$ cat config.mk
export PLATFORM = sky130hd
export DESIGN_NAME = configurable_crc_engine_core
export DESIGN_NICKNAME = d
export VERILOG_FILES = /design/src/hw/rtl/ccrc_pkg.sv /design/src/hw/rtl/ccrc_front.sv /design/src/hw/rtl/ccrc_back.sv /design/src/hw/rtl/configurable_crc_engine_core.sv
export SDC_FILE = /design/constraint.sdc
export NUM_CORES = 1
export LEC_CHECK = 0
export ABC_AREA = 1
export BUFFER_PORTS_ARGS = -buffer_cell sky130_fd_sc_hd__buf_2
export CORE_MARGIN = 2
export CORE_UTILIZATION = 65
export CTS_CLUSTER_SIZE = 30
export DETAILED_ROUTE_END_ITERATION = 10
export GPL_TIMING_DRIVEN = 0
export PLACE_DENSITY = 0.84
export SLEW_MARGIN = 0
export SYNTH_ARGS = -nofsm -noshare
export SYNTH_HDL_FRONTEND = slang
export SYNTH_SLANG_ARGS = --single-unit
$ cat constraint.sdc
create_clock -name clk -period 13.1 [get_ports clk]
set_clock_uncertainty 0.15 [all_clocks]
set_input_delay 1.965 -clock clk [delete_from_list [all_inputs] [get_ports clk]]
set_output_delay 1.965 -clock clk [all_outputs]
set_load 0.05 [all_outputs]
$ cat src/hw/rtl/ccrc_pkg.sv
// shared types, register indexes and bit helpers for the crc engine
// no dependencies

package ccrc_pkg;

	localparam int unsigned CrcMaxBits = 32;
	localparam int unsigned QueueDepth = 2;
	localparam int unsigned CfgIdxBits = 3;

	typedef enum logic [CfgIdxBits-1:0] {
		REG_WIDTH_SELECT   = 3'd0,
		REG_POLYNOMIAL     = 3'd1,
		REG_INIT_VALUE     = 3'd2,
		REG_FINAL_XOR      = 3'd3,
		REG_REFLECT_INPUT  = 3'd4,
		REG_REFLECT_OUTPUT = 3'd5
	} cfg_reg_t;

	typedef enum logic [1:0] {
		WSEL_8  = 2'd0,
		WSEL_16 = 2'd1,
		WSEL_32 = 2'd2,
		WSEL_32_ALT = 2'd3
	} width_sel_t;

	typedef struct packed {
		logic [1:0]            width_select;
		logic [CrcMaxBits-1:0] polynomial;
		logic [CrcMaxBits-1:0] init_value;
		logic [CrcMaxBits-1:0] final_xor;
		logic                  reflect_output;
	} back_cfg_t;

	typedef struct packed {
		logic [7:0] data;
		logic       has_data;
		logic       last;
	} item_t;

	function automatic logic [7:0] rev8(input logic [7:0] v);
		logic [7:0] r;
		for (int i = 0; i < 8; i++) begin
			r[i] = v[7-i];
		end
		return r;
	endfunction

	function automatic logic [CrcMaxBits-1:0] rev32(input logic [CrcMaxBits-1:0] v);
		logic [CrcMaxBits-1:0] r;
		for (int i = 0; i < CrcMaxBits; i++) begin
			r[i] = v[CrcMaxBits-1-i];
		end
		return r;
	endfunction

endpackage

$ cat src/hw/rtl/ccrc_front.sv
// front end: accepts byte transactions, reflects the byte when reflect_input is set, queues them
// depends on ccrc_pkg

module ccrc_front import ccrc_pkg::*; (
	input  logic       clk,
	input  logic       arst_n,
	input  logic       in_valid,
	output logic       in_stall,
	input  logic [7:0] data_byte,
	input  logic       has_data,
	input  logic       last_byte,
	input  logic       reflect_input,
	output logic       q_valid,
	output item_t      q_item,
	input  logic       q_pop
);

	localparam int unsigned PtrBits = $clog2(QueueDepth);
	localparam int unsigned CntBits = $clog2(QueueDepth + 1);

	item_t               entry_q [QueueDepth];
	logic [PtrBits-1:0]  wr_ptr_q;
	logic [PtrBits-1:0]  rd_ptr_q;
	logic [CntBits-1:0]  count_q;
	logic                push;
	logic                pop;
	item_t               new_item;

	assign in_stall = (count_q == CntBits'(QueueDepth));
	assign push     = in_valid && !in_stall;
	assign pop      = q_pop && q_valid;
	assign q_valid  = (count_q != '0);
	assign q_item   = entry_q[rd_ptr_q];

	always_comb begin
		new_item.data     = reflect_input ? rev8(data_byte) : data_byte;
		new_item.has_data = has_data;
		new_item.last     = last_byte;
	end

	always_ff @(posedge clk) begin
		if (push) begin
			entry_q[wr_ptr_q] <= new_item;
		end
	end

	always_ff @(posedge clk or negedge arst_n) begin
		if (!arst_n) begin
			wr_ptr_q <= '0;
			rd_ptr_q <= '0;
			count_q  <= '0;
		end else begin
			if (push) begin
				wr_ptr_q <= (wr_ptr_q == PtrBits'(QueueDepth - 1)) ? '0 : wr_ptr_q + 1'b1;
			end
			if (pop) begin
				rd_ptr_q <= (rd_ptr_q == PtrBits'(QueueDepth - 1)) ? '0 : rd_ptr_q + 1'b1;
			end
			if (push && !pop) begin
				count_q <= count_q + 1'b1;
			end else if (pop && !push) begin
				count_q <= count_q - 1'b1;
			end
		end
	end

endmodule

$ cat src/hw/rtl/ccrc_back.sv
// back end: eight-step crc update per byte, finalization and output register
// depends on ccrc_pkg

module ccrc_back import ccrc_pkg::*; (
	input  logic                  clk,
	input  logic                  arst_n,
	input  back_cfg_t             cfg,
	input  logic                  q_valid,
	input  item_t                 q_item,
	output logic                  q_pop,
	output logic                  out_valid,
	input  logic                  out_stall,
	output logic [CrcMaxBits-1:0] crc_value
);

	logic [CrcMaxBits-1:0] crc_q;
	logic                  msg_start_q;
	logic                  out_valid_q;
	logic [CrcMaxBits-1:0] crc_out_q;

	logic [CrcMaxBits-1:0] mask;
	logic [CrcMaxBits-1:0] data_aligned;
	logic [CrcMaxBits-1:0] crc_next;
	logic [CrcMaxBits-1:0] crc_rev;
	logic [CrcMaxBits-1:0] result;
	logic                  top_bit;

	assign q_pop     = q_valid && (!q_item.last || !out_valid_q || !out_stall);
	assign out_valid = out_valid_q;
	assign crc_value = crc_out_q;

	always_comb begin
		unique case (width_sel_t'(cfg.width_select))
			WSEL_8: begin
				mask         = 32'h0000_00ff;
				data_aligned = {24'd0, q_item.data};
			end
			WSEL_16: begin
				mask         = 32'h0000_ffff;
				data_aligned = {16'd0, q_item.data, 8'd0};
			end
			WSEL_32, WSEL_32_ALT: begin
				mask         = 32'hffff_ffff;
				data_aligned = {q_item.data, 24'd0};
			end
			default: begin
				mask         = 32'hffff_ffff;
				data_aligned = {q_item.data, 24'd0};
			end
		endcase
	end

	always_comb begin
		crc_next = (msg_start_q ? cfg.init_value : crc_q) & mask;
		top_bit  = 1'b0;
		if (q_item.has_data) begin
			crc_next = crc_next ^ data_aligned;
			for (int i = 0; i < 8; i++) begin
				unique case (width_sel_t'(cfg.width_select))
					WSEL_8:              top_bit = crc_next[7];
					WSEL_16:             top_bit = crc_next[15];
					WSEL_32, WSEL_32_ALT: top_bit = crc_next[31];
					default:             top_bit = crc_next[31];
				endcase
				crc_next = ((crc_next << 1) ^ (top_bit ? cfg.polynomial : '0)) & mask;
			end
		end
	end

	always_comb begin
		unique case (width_sel_t'(cfg.width_select))
			WSEL_8:              crc_rev = rev32(crc_next) >> 24;
			WSEL_16:             crc_rev = rev32(crc_next) >> 16;
			WSEL_32, WSEL_32_ALT: crc_rev = rev32(crc_next);
			default:             crc_rev = rev32(crc_next);
		endcase
		result = ((cfg.reflect_output ? crc_rev : crc_next) ^ cfg.final_xor) & mask;
	end

	always_ff @(posedge clk or negedge arst_n) begin
		if (!arst_n) begin
			crc_q       <= '0;
			msg_start_q <= 1'b1;
			out_valid_q <= 1'b0;
		end else begin
			if (q_pop) begin
				crc_q       <= crc_next;
				msg_start_q <= q_item.last;
			end
			if (q_pop && q_item.last) begin
				out_valid_q <= 1'b1;
			end else if (!out_stall) begin
				out_valid_q <= 1'b0;
			end
		end
	end

	always_ff @(posedge clk) begin
		if (q_pop && q_item.last) begin
			crc_out_q <= result;
		end
	end

endmodule

$ cat src/hw/rtl/configurable_crc_engine_core.sv
// configurable crc engine, 8/16/32 bit, one byte per transaction
// a closing byte is queued, then its crc is registered in crc_out_q for crc_value
// throughput: one byte per cycle unless stalled; the eight-step xor is combinational
// a held result holds back a closing byte; input stalls once the 2-entry queue fills
// reset: config registers to defaults, queue empty, crc cleared, next item loads init
// depends on ccrc_pkg, ccrc_front, ccrc_back

module configurable_crc_engine_core import ccrc_pkg::*; (
	input  logic                  clk,
	input  logic                  arst_n,
	input  logic                  cfg_we,
	input  logic [CfgIdxBits-1:0] cfg_index,
	input  logic [CrcMaxBits-1:0] cfg_data,
	input  logic                  in_valid,
	output logic                  in_stall,
	input  logic [7:0]            data_byte,
	input  logic                  has_data,
	input  logic                  last_byte,
	output logic                  out_valid,
	input  logic                  out_stall,
	output logic [CrcMaxBits-1:0] crc_value
);

	logic [1:0]            width_select_q;
	logic [CrcMaxBits-1:0] polynomial_q;
	logic [CrcMaxBits-1:0] init_value_q;
	logic [CrcMaxBits-1:0] final_xor_q;
	logic                  reflect_input_q;
	logic                  reflect_output_q;

	back_cfg_t back_cfg;
	logic      q_valid;
	item_t     q_item;
	logic      q_pop;

	always_ff @(posedge clk or negedge arst_n) begin
		if (!arst_n) begin
			width_select_q   <= 2'd0;
			polynomial_q     <= 32'd7;
			init_value_q     <= '0;
			final_xor_q      <= '0;
			reflect_input_q  <= 1'b0;
			reflect_output_q <= 1'b0;
		end else if (cfg_we) begin
			case (cfg_reg_t'(cfg_index))
				REG_WIDTH_SELECT:   width_select_q   <= cfg_data[1:0];
				REG_POLYNOMIAL:     polynomial_q     <= cfg_data;
				REG_INIT_VALUE:     init_value_q     <= cfg_data;
				REG_FINAL_XOR:      final_xor_q      <= cfg_data;
				REG_REFLECT_INPUT:  reflect_input_q  <= cfg_data[0];
				REG_REFLECT_OUTPUT: reflect_output_q <= cfg_data[0];
				default: ;
			endcase
		end
	end

	always_comb begin
		back_cfg.width_select   = width_select_q;
		back_cfg.polynomial     = polynomial_q;
		back_cfg.init_value     = init_value_q;
		back_cfg.final_xor      = final_xor_q;
		back_cfg.reflect_output = reflect_output_q;
	end

	ccrc_front u_front (
		.clk           (clk),
		.arst_n        (arst_n),
		.in_valid      (in_valid),
		.in_stall      (in_stall),
		.data_byte     (data_byte),
		.has_data      (has_data),
		.last_byte     (last_byte),
		.reflect_input (reflect_input_q),
		.q_valid       (q_valid),
		.q_item        (q_item),
		.q_pop         (q_pop)
	);

	ccrc_back u_back (
		.clk       (clk),
		.arst_n    (arst_n),
		.cfg       (back_cfg),
		.q_valid   (q_valid),
		.q_item    (q_item),
		.q_pop     (q_pop),
		.out_valid (out_valid),
		.out_stall (out_stall),
		.crc_value (crc_value)
	);

endmodule
==> metrics.cfg <==
[worst_setup_path]
arrival_ps = 7040
rr_worst_depth = 48
worstPathRequired_ps = 13160
r2r_slack_ps = 6110
cp-start-kind = flop
crit_fanout = 10
critPathMaxStageDelay_ps = 600
crit_top_cell = nand2_1
rr_endpoint = u_back.crc_value[8]
worstSetupPathType = flop to flop
r2r_start = u_back.msg_start_q
cp_slowest_cell = dfstp_2
end_kind = flop

[clock_tree]
htree_levels = 4
ctsHoldBuffers = 0
cts_buffers = 17
post_cts_resized = 0
cts.path.max_buffers = 2
clk_latency_ps = 450
cts_tree = built
cts.clk_slew.worst_paths_ps = 80
post_cts_buffers = 0
cts_root_buf = clkbuf_16
clock-sinks = 190

[routing]
top_layer = met4
post-route-drc-count = 0
ant_nets = 0
dr.pass1.iters = 7
via_count = 13500
wl_met3_um = 5350
post_drt_wl_per_cell_um = 20.3
viasPerCell = 6.05
wl_met2_um = 20300
wl_met1_um = 16900
wirelength_um = 45500
drt_iter0_drc = 1750

[layout]
n_fill_cell = 1626
regArea_um2 = 5020
instances_no_fill = 2238
multi_input_area_um2 = 7520
syn_to_final_growth_pct = 10.8
layout-drive-gt1-share_pct = 12.9
nets = 2005

[sta]
setup-violations-final = 0
rsz0062_at_grt = no
final-hold-violation-count = 0
setup_tns_ps = 0
slew_violations = 0
fmax_ghz = 0.143
fin_crit_ps = 6990
fin_crit_sh_pct = 53.3
slew_headroom_pct = 43.7
worstMarginPinSlew_ps = 842

[global_routing]
grt_pass1_vias = 12500
grt_use_total_pct = 41.9
grt_pass1_wl_um = 69700
grt_max_degree = 95
grt_overflow = 0
antenna_found_initial = 0

[floorplanning]
die_w_um = 149
coreArea_um2 = 20400
fp.dieH_um = 149
rows = 52
ios = 84
start_util_pct = 66.7
die_area_um2 = 22100

[worst_hold_path]
holdCritPathClass = flop to flop
hold_path_end = init_value_q[18]
hold_path_depth = 2
holdCritStartpoint = init_value_q[18]

[synthesis]
ys.flop_type = dfrtp_1
ys_ff_latch = 190
synth_nets = 1901
synth_edf_count = 52
ys_seq_area_share_pct = 36.8
syn_inst = 1850
synthArstFlopShare_pct = 72.6
yosys-top-cells-count = 511 x nand2_1, 180 x nor2_1, 145 x nand3_1
synth_warnings = 0
synth_cell_type_count = 44
syn-cell-area_um2 = 13600
yosysTopAreaCellShare_pct = 24.6
syn_area_per_cell_um2 = 7.37
synth_largest_area_cell = dfrtp_1
synthTopCellsByArea = dfrtp_1 25%, nand2_1 14%, edfxtp_1 11%
yosysMostFrequentCell = nand2_1

[placed_design]
gp_congestion = 1.07
dp_hpwl_um = 35000
placed_cells = 2204
port_buffers = 83

[outcome]
status = finished clean

[run]
drv_cap = 0

==> routing by layer <==
layer  vias up  track usage, %
met5         -               0
met4         0            23.6
met3       208            8.90
met2       904            64.7
met1      6285            55.3
li1       6138               -
==> how the worst max path moves through the flow <==
stage	from	endpoint	cells past startpoint
finish	u_back.msg_start_q	u_back.crc_value[8]	48
global route	u_back.msg_start_q	u_back.crc_value[4]	46
CTS	u_back.msg_start_q	u_back.crc_value[8]	48
detailed placement	u_back.msg_start_q	u_back.crc_value[8]	48
global placement	u_back.msg_start_q	u_back.crc_value[8]	48
floorplan	u_back.msg_start_q	u_back.crc_value[8]	47
==> layout make-up <==
cell class                      instances  share of cell area [%]
Timing Repair Buffer                   85                    3.16
Clock buffer                           18                    2.98
Buffer                                 97                    3.16
Sequential cell                       190                    33.2
Inverter                              162                    4.05
Antenna cell                            1                  0.0166
Clock inverter                         14                    1.35
Tap cell                              270                    2.24
Multi-Input combinational cell       1401                    49.8
==> cells by family (layout without fill, tap and decap cells) <==
| logic type | count (synthesis) | count (layout) | synth area share (%) |
|---|---|---|---|
| and+or+nand+nor | 940 | 940 | 30.8 |
| buffers and inverters | 259 | 376 | 7.99 |
| AOI/OAI and AO/OA | 227 | 227 | 9.00 |
| xor gates and xnor gates | 217 | 217 | 14.1 |
| DFF | 190 | 190 | 36.8 |
| muxes | 16 | 16 | 1.17 |
| adders and majority gates | 1 | 1 | 0.0918 |
| other | 0 | 1 | 0 |
==> state kept, by name, summed over array words and instances, names as in the netlist, 2 cells and up <==
register and flops:
final_xor_q 32, init_value_q 32, polynomial_q 32, u_back.crc_q 32
u_back.crc_value 32, u_front.count_q 2, u_front.entry_q 20, width_select_q 2
==> cell usage in the layout (no fill, tap or decap), types with 5 or more instances in the layout <==
master	synthesis	final
nand2_1	511	511
nand4_1	32	32
mux2i_1	16	16
nand3_2	22	22
nand2_2	16	16
xor2_1	118	118
buf_6	7	8
xnor2_1	96	96
edfxtp_1	52	52
nand3b_1	10	10
nand3_1	145	145
clkinv_8	0	6
a21oi_1	32	32
nor2_2	5	5
inv_1	142	142
o21bai_1	18	18
inv_2	17	17
a31oi_1	12	12
o21ai_1	17	17
nor2_1	180	180
clkbuf_16	0	18
o21ai_0	142	142
clkbuf_1	39	39
buf_1	11	11
dfrtp_1	134	134
buf_2	36	118
==> critical path, delay by kind of cell (launching register included) <==
family | cells | cell delay [ps]
AND/OR/NAND/NOR | 37 | 4160
buffers and inverters | 8 | 1050
flip-flops | 1 | 600
multiplexers | 1 | 370
XOR/XNOR | 2 | 360
==> per-stage QoR <==
step	hold WS, ps	area (um^2)	worst slack [ps]	utilization [%]
floorplan	295	13600	7980	-
global placement	311	14400	6590	70.4
detailed placement	319	14400	6480	70.6
CTS	338	15100	6450	73.8
global route	360	15100	5750	73.9
finish	338	15100	6110	73.9
Power is not shown: default switching activity piles up to over one toggle a cycle in this logic, so the estimate is an artifact.
